===== config.mk =====
export PLATFORM = sky130hd
export DESIGN_NAME = utf8_stream_decoder
export DESIGN_NICKNAME = d
export VERILOG_FILES = /design/src/hdl/utf8sd_pkg.sv /design/src/hdl/utf8sd_decode.sv /design/src/hdl/utf8sd_result_queue.sv /design/src/hdl/utf8_stream_decoder.sv
export VERILOG_INCLUDE_DIRS = /design/src /design/src/hdl
export SDC_FILE = /design/constraint.sdc
export NUM_CORES = 1
export LEC_CHECK = 0
export CAP_MARGIN = 20
export CORE_MARGIN = 2
export CORE_UTILIZATION = 63
export DETAILED_ROUTE_END_ITERATION = 8
export DONT_BUFFER_PORTS = 1
export PLACE_DENSITY = 0.82
export SLEW_MARGIN = 10
export SYNTH_ARGS = -nofsm -noshare
export SYNTH_HDL_FRONTEND = slang
export SYNTH_SLANG_ARGS = --single-unit

===== constraint.sdc =====
create_clock -name clk -period 4.82 [get_ports clk]
set_clock_uncertainty 0.2 [all_clocks]
set_input_delay 1.205 -clock clk [delete_from_list [all_inputs] [get_ports clk]]
set_output_delay 1.205 -clock clk [all_outputs]
set_load 0.005 [all_outputs]

===== src/hdl/utf8_stream_decoder_macros.svh =====
// Assertion macros shared by the UTF-8 stream decoder modules.
`ifndef UTF8_STREAM_DECODER_MACROS_SVH
`define UTF8_STREAM_DECODER_MACROS_SVH

`ifndef ASSERT_OFF
// Concurrent property, sampled on clk, off while rst_n is low.
`define UTF8SD_ASSERT(lbl, prop) \
    lbl: assert property (@(posedge clk) disable iff (!rst_n) prop) \
        else $error("utf8 decoder: assertion failed");
// Expression that must never be true on a clock edge.
`define UTF8SD_NEVER(lbl, expr) \
    `UTF8SD_ASSERT(lbl, !(expr))
`else
`define UTF8SD_ASSERT(lbl, prop)
`define UTF8SD_NEVER(lbl, expr)
`endif

`endif


===== src/hdl/utf8sd_pkg.sv =====
// Package: types and constants of the UTF-8 stream decoder.
`timescale 1ns / 1ps

package utf8sd_pkg;

    localparam int CP_W     = 21;
    localparam int BYTE_W   = 8;
    localparam int QCOUNT_W = 2;

    localparam logic [CP_W-1:0] REPL_RESET = 21'd63;  // '?'

    // byte class boundaries (inclusive upper bounds)
    localparam logic [BYTE_W-1:0] ASCII_MAX = 8'h7F;
    localparam logic [BYTE_W-1:0] CONT_MAX  = 8'hBF;
    localparam logic [BYTE_W-1:0] LEAD2_MAX = 8'hDF;
    localparam logic [BYTE_W-1:0] LEAD3_MAX = 8'hEF;
    localparam logic [BYTE_W-1:0] LEAD4_MAX = 8'hF7;

    localparam logic [BYTE_W-1:0] CONT_MASK  = 8'h3F;
    localparam logic [BYTE_W-1:0] LEAD2_MASK = 8'h1F;
    localparam logic [BYTE_W-1:0] LEAD3_MASK = 8'h0F;
    localparam logic [BYTE_W-1:0] LEAD4_MASK = 8'h07;

    // pending continuation counts
    localparam logic [1:0] PEND_NONE = 2'd0;
    localparam logic [1:0] PEND_ONE  = 2'd1;
    localparam logic [1:0] PEND_TWO  = 2'd2;
    localparam logic [1:0] PEND_THREE = 2'd3;

    localparam logic [QCOUNT_W-1:0] QUEUE_DEPTH = 2'd2;

    typedef struct packed {
        logic [BYTE_W-1:0] data_byte;
        logic              string_last;
    } item_t;

    typedef struct packed {
        logic [CP_W-1:0] code_point;
        logic            replaced;
        logic            run_last;
        logic            string_end;
    } result_t;

    // results of one byte, first two slots, count 0..2
    typedef struct packed {
        logic [QCOUNT_W-1:0] count;
        result_t             first;
        result_t             second;
    } dec_out_t;

endpackage


===== src/hdl/utf8sd_decode.sv =====
// Byte decoder: pending count, accumulator and per-byte result generation.
`timescale 1ns / 1ps
`include "utf8_stream_decoder_macros.svh"

module utf8sd_decode (
    input  logic                       clk,
    input  logic                       rst_n,
    input  utf8sd_pkg::item_t          item,
    input  logic                       consume,
    input  logic [utf8sd_pkg::CP_W-1:0] repl_char,
    output utf8sd_pkg::dec_out_t       dec
);

    logic [1:0]                  pend_reg, pend_next;
    logic [utf8sd_pkg::CP_W-1:0] acc_reg, acc_next;
    utf8sd_pkg::result_t         res [0:1];
    logic [1:0]                  n;
    logic [1:0]                  n_m1;
    utf8sd_pkg::result_t         repl_res;
    utf8sd_pkg::result_t         char_res;
    logic [7:0]                  c;

    assign c = item.data_byte;

    always_comb
    begin
        repl_res = '{code_point: repl_char, replaced: 1'b1,
                     run_last: 1'b0, string_end: 1'b0};
        char_res = '{code_point: {13'd0, c}, replaced: 1'b0,
                     run_last: 1'b0, string_end: 1'b0};
        res[0]    = '0;
        res[1]    = '0;
        n         = 2'd0;
        pend_next = pend_reg;
        acc_next  = acc_reg;

        priority if (c <= utf8sd_pkg::ASCII_MAX)
        begin
            if (pend_reg != utf8sd_pkg::PEND_NONE)
            begin
                res[0]    = repl_res;
                n         = 2'd1;
                pend_next = utf8sd_pkg::PEND_NONE;
            end
            res[n[0]] = char_res;
            n         = n + 2'd1;
        end
        else if (c <= utf8sd_pkg::CONT_MAX)
        begin
            if (pend_reg != utf8sd_pkg::PEND_NONE)
            begin
                acc_next  = {acc_reg[14:0], c[5:0] & utf8sd_pkg::CONT_MASK[5:0]};
                pend_next = pend_reg - 2'd1;
                if (pend_next == utf8sd_pkg::PEND_NONE)
                begin
                    res[0] = '{code_point: acc_next, replaced: 1'b0,
                               run_last: 1'b0, string_end: 1'b0};
                    n      = 2'd1;
                end
            end
            else
            begin
                res[0] = repl_res;
                n      = 2'd1;
            end
        end
        else if (c <= utf8sd_pkg::LEAD2_MAX)
        begin
            pend_next = utf8sd_pkg::PEND_ONE;
            acc_next  = {13'd0, c & utf8sd_pkg::LEAD2_MASK};
        end
        else if (c <= utf8sd_pkg::LEAD3_MAX)
        begin
            pend_next = utf8sd_pkg::PEND_TWO;
            acc_next  = {13'd0, c & utf8sd_pkg::LEAD3_MASK};
        end
        else if (c <= utf8sd_pkg::LEAD4_MAX)
        begin
            pend_next = utf8sd_pkg::PEND_THREE;
            acc_next  = {13'd0, c & utf8sd_pkg::LEAD4_MASK};
        end
        else
        begin
            res[0]    = repl_res;
            n         = 2'd1;
            pend_next = utf8sd_pkg::PEND_NONE;
        end

        // string end: flush an unfinished sequence, restart clean
        if (item.string_last)
        begin
            if (pend_next != utf8sd_pkg::PEND_NONE)
            begin
                res[n[0]] = repl_res;
                n         = n + 2'd1;
            end
            pend_next = utf8sd_pkg::PEND_NONE;
            acc_next  = '0;
        end

        n_m1 = n - 2'd1;
        if (n != 2'd0)
        begin
            res[n_m1[0]].run_last   = 1'b1;
            res[n_m1[0]].string_end = item.string_last;
        end

        dec.count  = n;
        dec.first  = res[0];
        dec.second = res[1];
    end

    always_ff @(posedge clk or negedge rst_n)
    begin
        if (!rst_n)
        begin
            pend_reg <= utf8sd_pkg::PEND_NONE;
            acc_reg  <= '0;
        end
        else if (consume)
        begin
            pend_reg <= pend_next;
            acc_reg  <= acc_next;
        end
    end

    `UTF8SD_ASSERT(a_last_clears_state,
        consume && item.string_last |=>
            pend_reg == utf8sd_pkg::PEND_NONE && acc_reg == '0)
    `UTF8SD_ASSERT(a_last_gives_result,
        consume && item.string_last |-> dec.count != 2'd0)
    `UTF8SD_NEVER(a_two_only_after_pending,
        consume && dec.count == 2'd2 && pend_reg == utf8sd_pkg::PEND_NONE)

endmodule


===== src/hdl/utf8sd_result_queue.sv =====
// Two-entry result queue between the decoder and the output channel.
`timescale 1ns / 1ps
`include "utf8_stream_decoder_macros.svh"

module utf8sd_result_queue (
    input  logic                               clk,
    input  logic                               rst_n,
    input  utf8sd_pkg::dec_out_t               push,
    input  logic                               pop,
    output utf8sd_pkg::result_t                head,
    output logic [utf8sd_pkg::QCOUNT_W-1:0]    count
);

    utf8sd_pkg::result_t                q_reg [0:1];
    utf8sd_pkg::result_t                q_next [0:1];
    logic [utf8sd_pkg::QCOUNT_W-1:0]    count_reg, count_next;
    logic [utf8sd_pkg::QCOUNT_W-1:0]    base;

    always_comb
    begin
        q_next[0] = q_reg[0];
        q_next[1] = q_reg[1];
        if (pop)
        begin
            q_next[0] = q_reg[1];
        end
        base = count_reg - {1'b0, pop};
        if (push.count != 2'd0)
        begin
            q_next[base[0]] = push.first;
        end
        if (push.count == 2'd2)
        begin
            q_next[1] = push.second;
        end
        count_next = base + push.count;
    end

    always_ff @(posedge clk or negedge rst_n)
    begin
        if (!rst_n)
        begin
            count_reg <= '0;
        end
        else
        begin
            count_reg <= count_next;
        end
    end

    always_ff @(posedge clk)
    begin
        q_reg[0] <= q_next[0];
        q_reg[1] <= q_next[1];
    end

    assign head  = q_reg[0];
    assign count = count_reg;

    `UTF8SD_NEVER(a_no_overflow,
        {1'b0, count_reg} + {1'b0, push.count} > {1'b0, utf8sd_pkg::QUEUE_DEPTH})
    `UTF8SD_NEVER(a_no_pop_empty, pop && count_reg == '0)

endmodule


===== src/hdl/utf8_stream_decoder.sv =====
// Top level of the UTF-8 stream decoder: ports, input and config registers.
`timescale 1ns / 1ps
`include "utf8_stream_decoder_macros.svh"

// UTF-8 stream decoder. Takes one byte per input transfer (data_byte, with
// string_last on the final byte of a string) and gives decoded code points,
// each with replaced (malformed input), run_last (last result of this byte)
// and string_end (last result of the string). A byte gives zero, one or two
// results; two only when an ASCII byte cuts an unfinished sequence short.
// Throughput is one byte per cycle while bytes give at most one result each
// and the output side keeps up. A byte is held in the input register until
// the two-entry result queue has room for all its results, so a two-result
// byte waits for the queue to empty and the byte behind it waits for a free
// slot. A byte is decoded from the input register and its results are
// registered in the result queue, whose head drives the output. The
// malformed-input code point is set through the cfg channel (reset 63, '?');
// cfg_ready is always high, and the register must only be written while no
// byte is in flight.
module utf8_stream_decoder (
    input  logic                        clk,
    input  logic                        rst_n,
    // byte input
    input  logic                        in_valid,
    output logic                        in_stall,
    input  logic [7:0]                  data_byte,
    input  logic                        string_last,
    // code point output
    output logic                        out_valid,
    input  logic                        out_stall,
    output logic [utf8sd_pkg::CP_W-1:0] code_point,
    output logic                        replaced,
    output logic                        run_last,
    output logic                        string_end,
    // replacement character write
    input  logic                        cfg_valid,
    output logic                        cfg_ready,
    input  logic [utf8sd_pkg::CP_W-1:0] cfg_data
);

    utf8sd_pkg::item_t                  item_reg;
    logic                               in_full_reg;
    logic [utf8sd_pkg::CP_W-1:0]        repl_reg;
    utf8sd_pkg::dec_out_t               dec;
    utf8sd_pkg::dec_out_t               push;
    utf8sd_pkg::result_t                head;
    logic [utf8sd_pkg::QCOUNT_W-1:0]    q_count;
    logic                               consume;
    logic                               pop;
    logic                               in_xfer;

    // Byte leaves the input register only when all its results fit; uses
    // registered queue occupancy so no path runs from out_stall to in_stall.
    assign consume  = in_full_reg && (dec.count <= (utf8sd_pkg::QUEUE_DEPTH - q_count));
    assign in_stall = in_full_reg && !consume;
    assign in_xfer  = in_valid && !in_stall;

    assign pop       = (q_count != '0) && !out_stall;
    assign out_valid = (q_count != '0);
    assign cfg_ready = 1'b1;

    always_ff @(posedge clk or negedge rst_n)
    begin
        if (!rst_n)
        begin
            in_full_reg <= 1'b0;
        end
        else if (in_xfer)
        begin
            in_full_reg <= 1'b1;
        end
        else if (consume)
        begin
            in_full_reg <= 1'b0;
        end
    end

    always_ff @(posedge clk)
    begin
        if (in_xfer)
        begin
            item_reg <= '{data_byte: data_byte, string_last: string_last};
        end
    end

    always_ff @(posedge clk or negedge rst_n)
    begin
        if (!rst_n)
        begin
            repl_reg <= utf8sd_pkg::REPL_RESET;
        end
        else if (cfg_valid && cfg_ready)
        begin
            repl_reg <= cfg_data;
        end
    end

    utf8sd_decode u_decode (
        .clk       (clk),
        .rst_n     (rst_n),
        .item      (item_reg),
        .consume   (consume),
        .repl_char (repl_reg),
        .dec       (dec)
    );

    // results enter the queue only with the byte that made them
    always_comb
    begin
        push = dec;
        if (!consume)
        begin
            push.count = '0;
        end
    end

    utf8sd_result_queue u_queue (
        .clk   (clk),
        .rst_n (rst_n),
        .push  (push),
        .pop   (pop),
        .head  (head),
        .count (q_count)
    );

    assign code_point = head.code_point;
    assign replaced   = head.replaced;
    assign run_last   = head.run_last;
    assign string_end = head.string_end;

    `UTF8SD_NEVER(a_stall_needs_byte, in_stall && !in_full_reg)
    `UTF8SD_ASSERT(a_held_byte_moves_when_drained,
        in_full_reg && q_count == '0 |-> consume)

endmodule


After elaboration in Yosys (flattened, before gate mapping)
Memory sizes are Yosys's and may differ from the RTL's.
Cells that the tools add are included.
Widths: inputs -> output; s select.
{ "classes": {"mux": 60, "bitwise_logic": 4, "reduce_logical": 20, "order_cmp": 14, "eq_ne": 3, "addsub": 7} }
{ "op_table": {"columns": ["op", "n"], "rows": [
  ["$mux 24", 15],
  ["$bwmux 48", 5],
  ["$mux 48", 4],
  ["$demux 24 s1", 5],
  ["$mux 15", 7],
  ["$mux 2", 17],
  ["$le 8x8->1 const B", 4],
  ["$reduce_bool 2->1", 6],
  ["$ge 2x2->1 const B", 4],
  ["$le 8x7->1 const B", 1],
  ["$logic_and 1x1->1", 8],
  ["$lt 2x1->1 const B", 4],
  ["$not 1->2", 4],
  ["$mux 1", 7],
  ["$reduce_bool 5->1", 1],
  ["$add 2x1->2 const B", 2],
  ["$reduce_and 4->1", 1],
  ["$logic_not 1->1", 3],
  ["$ne 3x3->1 const B", 1],
  ["$add 2x2->2", 1],
  ["$eq 2x2->1 const B", 1],
  ["$le 2x2->1", 1],
  ["$logic_not 2->1", 1],
  ["$ne 2x2->1 const B", 1],
  ["4 further kinds", 4]
]} }
{ "word_totals": {"output_inout_bits": 27, "memories": 1, "register_bits": 50, "in_bits": 35, "mem_bits_rw": 48, "elab_cells": 116} }
{ "memory_table": {"columns": ["name", "words", "width", "read_ports", "rd_clocked_by_memory_dff", "write_ports", "line_no", "source"], "rows": [
  ["u_queue.q_reg", 2, 24, 2, 0, 2, "utf8sd_result_queue.sv:14", "utf8sd_pkg::result_t q_reg [0:1];"]
]} }

Depth between registers and ports, before layout
Gate-level depths: netlist of the first run.
{ "depth": {"word_depth": 21, "mapped_depth": 15, "mapped_depth_nobuf": 13} }

Hierarchy
A second synthesis of the first run with hierarchy kept.
{ "hier_totals": {"cells_unflattened": 414, "area_unflattened_um2": 5345.1} }
{ "modules_own_cells": {"columns": ["module", "seq_area_each_um2", "cells_each", "n_inst", "area_each_um2"], "rows": [
  ["utf8sd_result_queue", 1251.2, 166, 1, 2518.7],
  ["utf8sd_decode", 425.4, 174, 1, 1526.5],
  ["utf8_stream_decoder", 828.3, 74, 1, 1300.0]
]} }

Worst setup path before layout of the first run
Ideal clock, no wire load.
{ "synth_timing": {"kind": "register -> register", "start": "register item_reg[8] (netlist name)", "end": "memory u_queue.q_reg[0][24] (netlist bit), enable pin", "t_required_ns": 4.195, "arrival_time_ns": 3.727, "setup_slack_ns": 0.468, "path_buffers": 2, "setup_ns": 0.425, "path_stages_with_launch": 15, "synth_period_minus_slack_ns": 4.352, "path_cell_list": "edfxtp_1 -> buf_4 -> and4b_1 -> a21oi_2 -> nand2_1 -> nor2_1 -> ha_1 -> and2_1 -> a31oi_4 -> ha_1 -> and3_1 -> a21oi_1 -> or3_1 -> clkbuf_1 -> nand2_1"} }
{ "synth_rtl": {"columns": ["item", "line_no"], "rows": [
  ["to (decl)", "utf8sd_result_queue.sv:14"]
]} }

Final worst setup path of the first run
{ "layout_timing": {"start": "register item_reg[6] (netlist bit)", "end": "output port in_stall"} }
{ "layout_via": {"elab_chain_len": 13, "elab_cells_between_ends": 23, "classes_between": "add/sub: 1; order compare: 6; mux: 12; reduce/logical: 4"} }
{ "layout_lines": {"columns": ["item", "line_no", "source"], "rows": [
  ["from (decl)", "utf8_stream_decoder.sv:40", "utf8sd_pkg::item_t item_reg;"],
  ["from (signal assigned)", "utf8_stream_decoder.sv:81", "item_reg <= '{data_byte: data_byte, string_last: string_last};"],
  ["$le 8x8->1", "utf8sd_decode.sv:77", "else if (c <= utf8sd_pkg::LEAD4_MAX)"],
  ["$mux 1 / $mux 2 (equally long branches)", "utf8sd_decode.sv:77", null],
  ["$mux 2", "utf8sd_decode.sv:72", "else if (c <= utf8sd_pkg::LEAD3_MAX)"],
  ["$mux 2", "utf8sd_decode.sv:67", "else if (c <= utf8sd_pkg::LEAD2_MAX)"],
  ["$mux 2", "utf8sd_decode.sv:48", "else if (c <= utf8sd_pkg::CONT_MAX)"],
  ["$mux 2", "utf8sd_decode.sv:37", "priority if (c <= utf8sd_pkg::ASCII_MAX)"],
  ["$add 2x1->2 / $reduce_bool 2->1 (equally long branches)", "utf8sd_decode.sv:95, utf8sd_decode.sv:92", null],
  ["$mux 2", "utf8sd_decode.sv:92", "if (pend_next != utf8sd_pkg::PEND_NONE)"],
  ["$mux 2 *", "utf8sd_decode.sv:90", "if (item.string_last)"],
  ["$le 2x2->1 *", "utf8_stream_decoder.sv:53", "assign consume = in_full_reg && (dec.count <= (utf8sd_pkg::QUEUE_DEPTH - q_count));"],
  ["$logic_and 1x1->1 *", "utf8_stream_decoder.sv:53", null],
  ["$logic_not 1->1 *", null, null],
  ["$logic_and 1x1->1 *", "utf8_stream_decoder.sv:54", "assign in_stall = in_full_reg && !consume;"],
  ["to (decl)", "utf8_stream_decoder.sv:24", "output logic in_stall,"]
]} }
Mark *: on every way between the ends. The rest lies on a longest branch, timed or not.

==> results.tsv, run 1 <==
stage	metric	value	unit
setup_path	cp_slowest_cell	edfxtp_1	
setup_path	slowest_delay	0.48	ns
cells_and_area	utilization	0.6662	
power	p_comb_frac	0.454	
yosys	async_flop_share	0.4184	
cells_and_area	fin_area	5121	um2
timing	final_max_slew_viol_count	0	
route	vias	3305	
placement	hpwl	7488	um
setup_path	cp_common_cell	ha_1	
timing	hold_slack	0.3223	ns
global_routing	grt_pass1_wl	16450	um
yosys	syn_nets	465	
yosys	synth.largest_area_cell	edfxtp_1	
floorplanning	core	7687	um2
route	routed_wl	10340	um
cells_and_area	diodes	0	
setup_path	cp_cell_sequence	and3_1, a21oi_2, nand2_2, nor2_1, ha_1, and2_1, a31oi_4, ha_1, a221o_1, inv_1	
setup_path	worst-endpoint-arrival	3.23	ns
yosys	synth_seq_area_share	0.5058	
global_routing	grt_pass1_vias	3096	
timing	fin_ws	0.1858	ns
power	seqPwrFrac	0.394	
clock_network	tritoncts	built	
timing	relSlewSlack	0.3322	
global_routing	grt.overflow.total	0	
clock_network	clock-root-buffer	clkbuf_8	
clock_network	hold_buffers	0	
setup_path	worstSetupEndpointType	output pin	
power	ir_drop	0.3805	mV
route	drtIter0Drc	364	
timing	setup_viol	0	
cells_and_area	largest_register_ffs	48	
yosys	postSynthAreaPerCell	11.65	um2
yosys	synthFlopType	dfrtp_1	
floorplanning	io_pins	62	
cells_and_area	fillers	599	
floorplanning	die_w	92.66	um
yosys	synth_top_area_frac	0.2001	
setup_path	critPathRequiredTime	3.41	ns
cells_and_area	final_cell_mix	46 x mux2i_1, 34 x dfrtp_1, 33 x edfxtp_1	
setup_path	worstSetupStartpointType	register	
yosys	synth.distinct_cells	61	
power	power_density	747.5	nW/um2
floorplanning	die_y	92.66	um
cells_and_area	fin_nets	444	
run	maxCapViolCount	0	
cells_and_area	syn_to_final_growth	3.411	%
yosys	synth.area.top_cells	edfxtp_1 20%, dfrtp_1 18%, dfxtp_1 9.7%	
cells_and_area	ff_latch_area	2506	um2
cells_and_area	drive_above_1_share	0.1907	
route	firstDrtPassIters	5	
yosys	synth.cell_area	4952	um2
yosys	yosys_warnings	0	
clock_network	max-clock-path-buffers	2	
timing	clock.fmax	215.8	MHz
power	clockPowerShare	0.153	
timing	worst_pin_slew	0.9950	ns
route	postRouteAntennaNets	0	
power	switchingPower	1.584	mW
cells_and_area	layout_commonest_cell	mux2i_1	
clock_network	cts-htree-levels	3	
placement	pre_cts_slack	0.4179	ns
timing	fin_tns_setup	0	ns
setup_path	path_class	register to output pin	
setup_path	cp_max_fo	8	
route	routed_via_density	6.468	
global_routing	grt_start_max_net_pins	42	
route	drt-wirelength-per-cell	20.23	um
setup_path	startpoint	item_reg[6]	
placement	place_congestion	0.9315	
outcome	status	finished clean	
placement	placed_cell_area	4870	um2
route	drc	0	
timing	finalCritPeriodShare	0.9615	
timing	rsz0062_at_grt	no	
yosys	syn_inst	425	
timing	hold_viol_final	0	
clock_network	cts_made_buffers	9	
power	swShare	0.4137	
yosys	ys_ff_latch	98	
floorplanning	num_rows	32	
yosys	synth-edff-count	33	
floorplanning	die_area	8586	um2
cells_and_area	multi_input_area	2121	um2
global_routing	antenna_found_initial	0	
timing	fin_crit	4.634	ns
clock_network	numClockSinks	98	
min_path	min_path_type	input pin to asynchronous set/reset pin	
power	intPower	2.244	mW
global_routing	grt_usage	0.2489	
power	p_leak	1.970	nW
floorplanning	start_util	0.6442	
placement	portBuffers	0	
clock_network	clk_latency	0.36	ns
setup_path	r2r_start	item_reg[6]	
clock_network	path_clk_slew	0.09	ns
-- cell type report --
class	count	area share
repair buffers	13	0.01906
flip-flops and latches	98	0.4894
well taps	102	0.02492
inverters	11	0.008551
clock inverters	7	0.01979
multi-input cells	271	0.4141
clock buffers	9	0.02419
-- metrics by stage --
step	power (mW)	cells
CTS	3.811	508
global placement	3.169	492
floorplan	2.919	425
global route	4.061	511
finish	3.828	511
detailed placement	3.218	492
-- cells by family after synthesis --
logic type	synth area share
AO/OA/AOI/OAI	0.1473
XOR/XNOR	0.005307
adder cells (fa/ha/maj)	0.01263
buffers and inverters	0.06695
flip-flops	0.5058
multiplexers	0.1566
other	0.0007572
AND/OR/NAND/NOR	0.1046
-- cells in the mapped netlist, drive strengths merged (2+ instances only) --
cell type   n
dfxtp      24
a21boi      2
nor4bb      6
nor2       20
inv        11
clkbuf     14
nand2      31
and2        6
o31ai       6
a21oi       4
o21a        2
and3        3
nor3        5
a22oi       6
a21o        2
a32o        6
dfstp       6
nand3      12
a22o       13
or3         3
a221oi      2
o211ai      6
buf        31
mux2       28
dfrtp      35
ha          5
nand4b      2
nand2b      3
xnor2       3
a31oi      10
mux2i      46
nor2b       3
a32oi       7
edfxtp     33
o21ai      17
-- power by group through the flow --
stage | Combinational (mW) | Clock (mW) | Sequential (mW)
finish | 1.74 | 0.584 | 1.51
global route | 1.89 | 0.625 | 1.54
CTS | 1.71 | 0.594 | 1.51
detailed placement | 1.69 | 0 | 1.53
global placement | 1.66 | 0 | 1.51
floorplan | 1.52 | 0 | 1.40
-- worst max-delay path, delay by kind of cell (launching register included) --
family / cells / cell delay (ns)
and+or+nand+nor: 4 / 0.82
adders and majority gates: 2 / 0.53
AOI/OAI and AO/OA: 3 / 0.94
DFF: 1 / 0.48
buffers and inverters: 1 / 0.08
-- per-layer routing --
| metal | vias up | GRT usage | wire, um |
|---|---|---|---|
| met5 | - | 0 | 0 |
| met1 | 1620 | 0.3732 | 4667 |
| li1 | 1525 | - | - |
| met3 | 16 | 0.04312 | 805 |
| met2 | 144 | 0.3717 | 4701 |
| met4 | 0 | 0.07966 | 165 |
-- what timing repair did --
action,CTS,global route
setup endpoints to repair,0,1
setup buffers,0,3
resized for setup,0,3
-- final timing paths --
path	end	slack [ns]	cells after the start
max in group asynchronous	repl_reg[5]	3.92	0
setup reg to reg	u_queue.q_reg[0][29]	0.78	13
setup / recovery	in_stall	0.19	10
hold / removal	in_full_reg	0.32	0
hold reg to reg	u_decode.acc_reg[11]	0.32	1
min in group clk	u_decode.acc_reg[11]	0.32	1
No activity file was read; power rests on OpenSTA's default activity.
==> run 2: changes to the inputs <==
- REMOVE_ABC_BUFFERS: not set -> 1
==> run 2 against run 1 <==
Critical path depth unchanged. Fmax increased by 0.63%. Sequential share of layout area shrank 0.12 points. Largest cell class unchanged.
==> results.tsv, run 2 (synthesis results as in run 1) <==
stage	metric	value	unit	change
cells_and_area	layout_commonest_cell	mux2i_1		
cells_and_area	syn_to_final_growth	3.815	%	
route	drtIter0Drc	260		-29%
setup_path	path_class	register to output pin		
setup_path	cp_slowest_cell	dfrtp_4		
floorplanning	die_y	92.66	um	unchanged
timing	final_max_slew_viol_count	0		unchanged
power	p_leak	1.980	nW	+0.51%
placement	hpwl	7185	um	-4.0%
setup_path	cpLargestDelayFamily	simple AND/OR/NAND/NOR gates		
clock_network	clock-root-buffer	clkbuf_8		
placement	placed_cell_area	4862	um2	-0.15%
setup_path	worstSetupEndpointType	output pin		
route	vias	3359		+1.6%
timing	relSlewSlack	0.3124		-0.01988
global_routing	grt_start_max_net_pins	42		unchanged
route	postRouteAntennaNets	0		unchanged
route	drt-wirelength-per-cell	20.41	um	+0.87%
power	intPower	2.211	mW	-1.5%
timing	worst_pin_slew	1.025	ns	+0.02962 ns
cells_and_area	diodes	0		unchanged
cells_and_area	multi_input_area	2121	um2	unchanged
clock_network	cts-htree-levels	3		unchanged
timing	setup_viol	0		unchanged
clock_network	max-clock-path-buffers	2		unchanged
power	ir_drop	0.3813	mV	+0.21%
min_path	min_path_type	input pin to asynchronous set/reset pin		
setup_path	crit_cells	10		unchanged
floorplanning	die_area	8586	um2	unchanged
timing	hold_viol_final	0		unchanged
power	power_density	742.7	nW/um2	-0.64%
global_routing	grt_pass1_wl	17230	um	+4.7%
setup_path	crit_buf_inv	2		+1
timing	hold_slack	0.3176	ns	-0.004628 ns
power	switchingPower	1.607	mW	+1.5%
route	routed_wl	10490	um	+1.5%
cells_and_area	final_cell_mix	46 x mux2i_1, 33 x dfrtp_1, 33 x edfxtp_1		
clock_network	cts_made_buffers	9		unchanged
power	seqPwrFrac	0.395		about the same
floorplanning	io_pins	62		unchanged
clock_network	path_clk_slew	0.10	ns	about the same
global_routing	grt_usage	0.2582		+0.009368
power	clockPowerShare	0.147		-0.006
global_routing	grt.overflow.total	0		unchanged
setup_path	reg2reg_depth	13		unchanged
setup_path	critPathRequiredTime	3.41	ns	about the same
power	p_comb_frac	0.459		+0.005
placement	portBuffers	0		unchanged
clock_network	tritoncts	built		
setup_path	worstSetupStartpointType	register		
global_routing	grt_pass1_vias	3376		+9.0%
route	firstDrtPassIters	5		unchanged
floorplanning	start_util	0.6442		unchanged
setup_path	cp_common_cell	ha_1		
clock_network	numClockSinks	98		unchanged
floorplanning	die_w	92.66	um	unchanged
clock_network	clk_latency	0.37	ns	about the same
setup_path	cp_max_fo	20		+12
cells_and_area	largest_register_ffs	48		unchanged
cells_and_area	fin_area	5141	um2	+0.39%
route	drc	0		unchanged
run	maxCapViolCount	0		unchanged
timing	fin_crit	4.605	ns	-0.02923 ns
placement	place_congestion	0.9664		+3.7%
power	swShare	0.4209		+0.007157
timing	rsz0062_at_grt	no		
setup_path	cp_cell_sequence	or2_1, nand2_8, inv_4, nor2_1, ha_1, and2_1, a31oi_4, ha_1, a221o_1, inv_1		
floorplanning	num_rows	32		unchanged
cells_and_area	ff_latch_area	2510	um2	+0.15%
setup_path	ff2ff_setup_slack	0.50	ns	-0.28 ns
timing	finalCritPeriodShare	0.9554		-0.006065
floorplanning	core	7687	um2	unchanged
clock_network	hold_buffers	0		unchanged
route	routed_via_density	6.535		+1.0%
global_routing	antenna_found_initial	0		unchanged
cells_and_area	fillers	593		-1.0%
cells_and_area	drive_above_1_share	0.1966		+0.005893
cells_and_area	fin_nets	447		+0.68%
timing	clock.fmax	217.2	MHz	+0.63%
setup_path	worst-endpoint-arrival	3.20	ns	-0.03 ns
outcome	status	finished clean		
setup_path	slowest_delay	0.58	ns	+0.10 ns
-- run 2: area by class of cell --
| cell class | instances | area share |
|---|---|---|
| clock buffer | 9 | 0.02409 |
| clock inverter | 7 | 0.01850 |
| inverter | 11 | 0.008518 |
| multi-input combinational | 271 | 0.4125 |
| sequential | 98 | 0.4882 |
| tap | 102 | 0.02482 |
| timing repair buffer | 16 | 0.02336 |
-- run 2: repair_timing --
item | in CTS | in global routing
pin swaps | 0 | 0
setup endpoints to repair | 1 | 1
setup buffers | 2 | 5
resized for setup | 1 | 3
-- run 2: through the flow --
| stage | TNS, ns | utilization | worst slack, ns | total power, mW | cells |
|---|---|---|---|---|---|
| after global placement | 0 | 0.6325 | 0.4988 | 3.118 | 491 |
| final | 0 | 0.6688 | 0.2150 | 3.818 | 514 |
| after CTS | 0 | 0.6631 | 0.07188 | 3.786 | 509 |
| after detailed placement | 0 | 0.6325 | 0.3210 | 3.209 | 491 |
| after floorplan | -4.557 | - | -0.1899 | 2.719 | 380 |
| after global routing | 0 | 0.6688 | 0.02953 | 4.071 | 514 |
-- run 2: per-layer routing --
layer,global-route usage,wire (um)
met2,0.4148,5129
met3,0.05533,794
met5,0,0
met4,0.09436,191
met1,0.3484,4375
-- run 2: worst paths after layout --
| check | start | endpoint |
|---|---|---|
| setup / recovery | u_decode.pend_reg[0] | in_stall |
| hold / removal | rst_n | repl_reg[8] |
| setup reg to reg | u_decode.pend_reg[0] | u_queue.q_reg[0][36] |
| hold reg to reg | u_decode.acc_reg[11] | u_decode.acc_reg[11] |
| max in group asynchronous | rst_n | repl_reg[4] |
| min in group clk | u_decode.acc_reg[11] | u_decode.acc_reg[11] |
-- run 2: power groups by stage --
stage | combinational, mW | clock, mW | sequential [mW]
floorplan | 1.26 | 0 | 1.46
global placement | 1.60 | 0 | 1.52
detailed placement | 1.68 | 0 | 1.53
CTS | 1.71 | 0.570 | 1.51
global route | 1.92 | 0.608 | 1.55
finish | 1.75 | 0.561 | 1.51
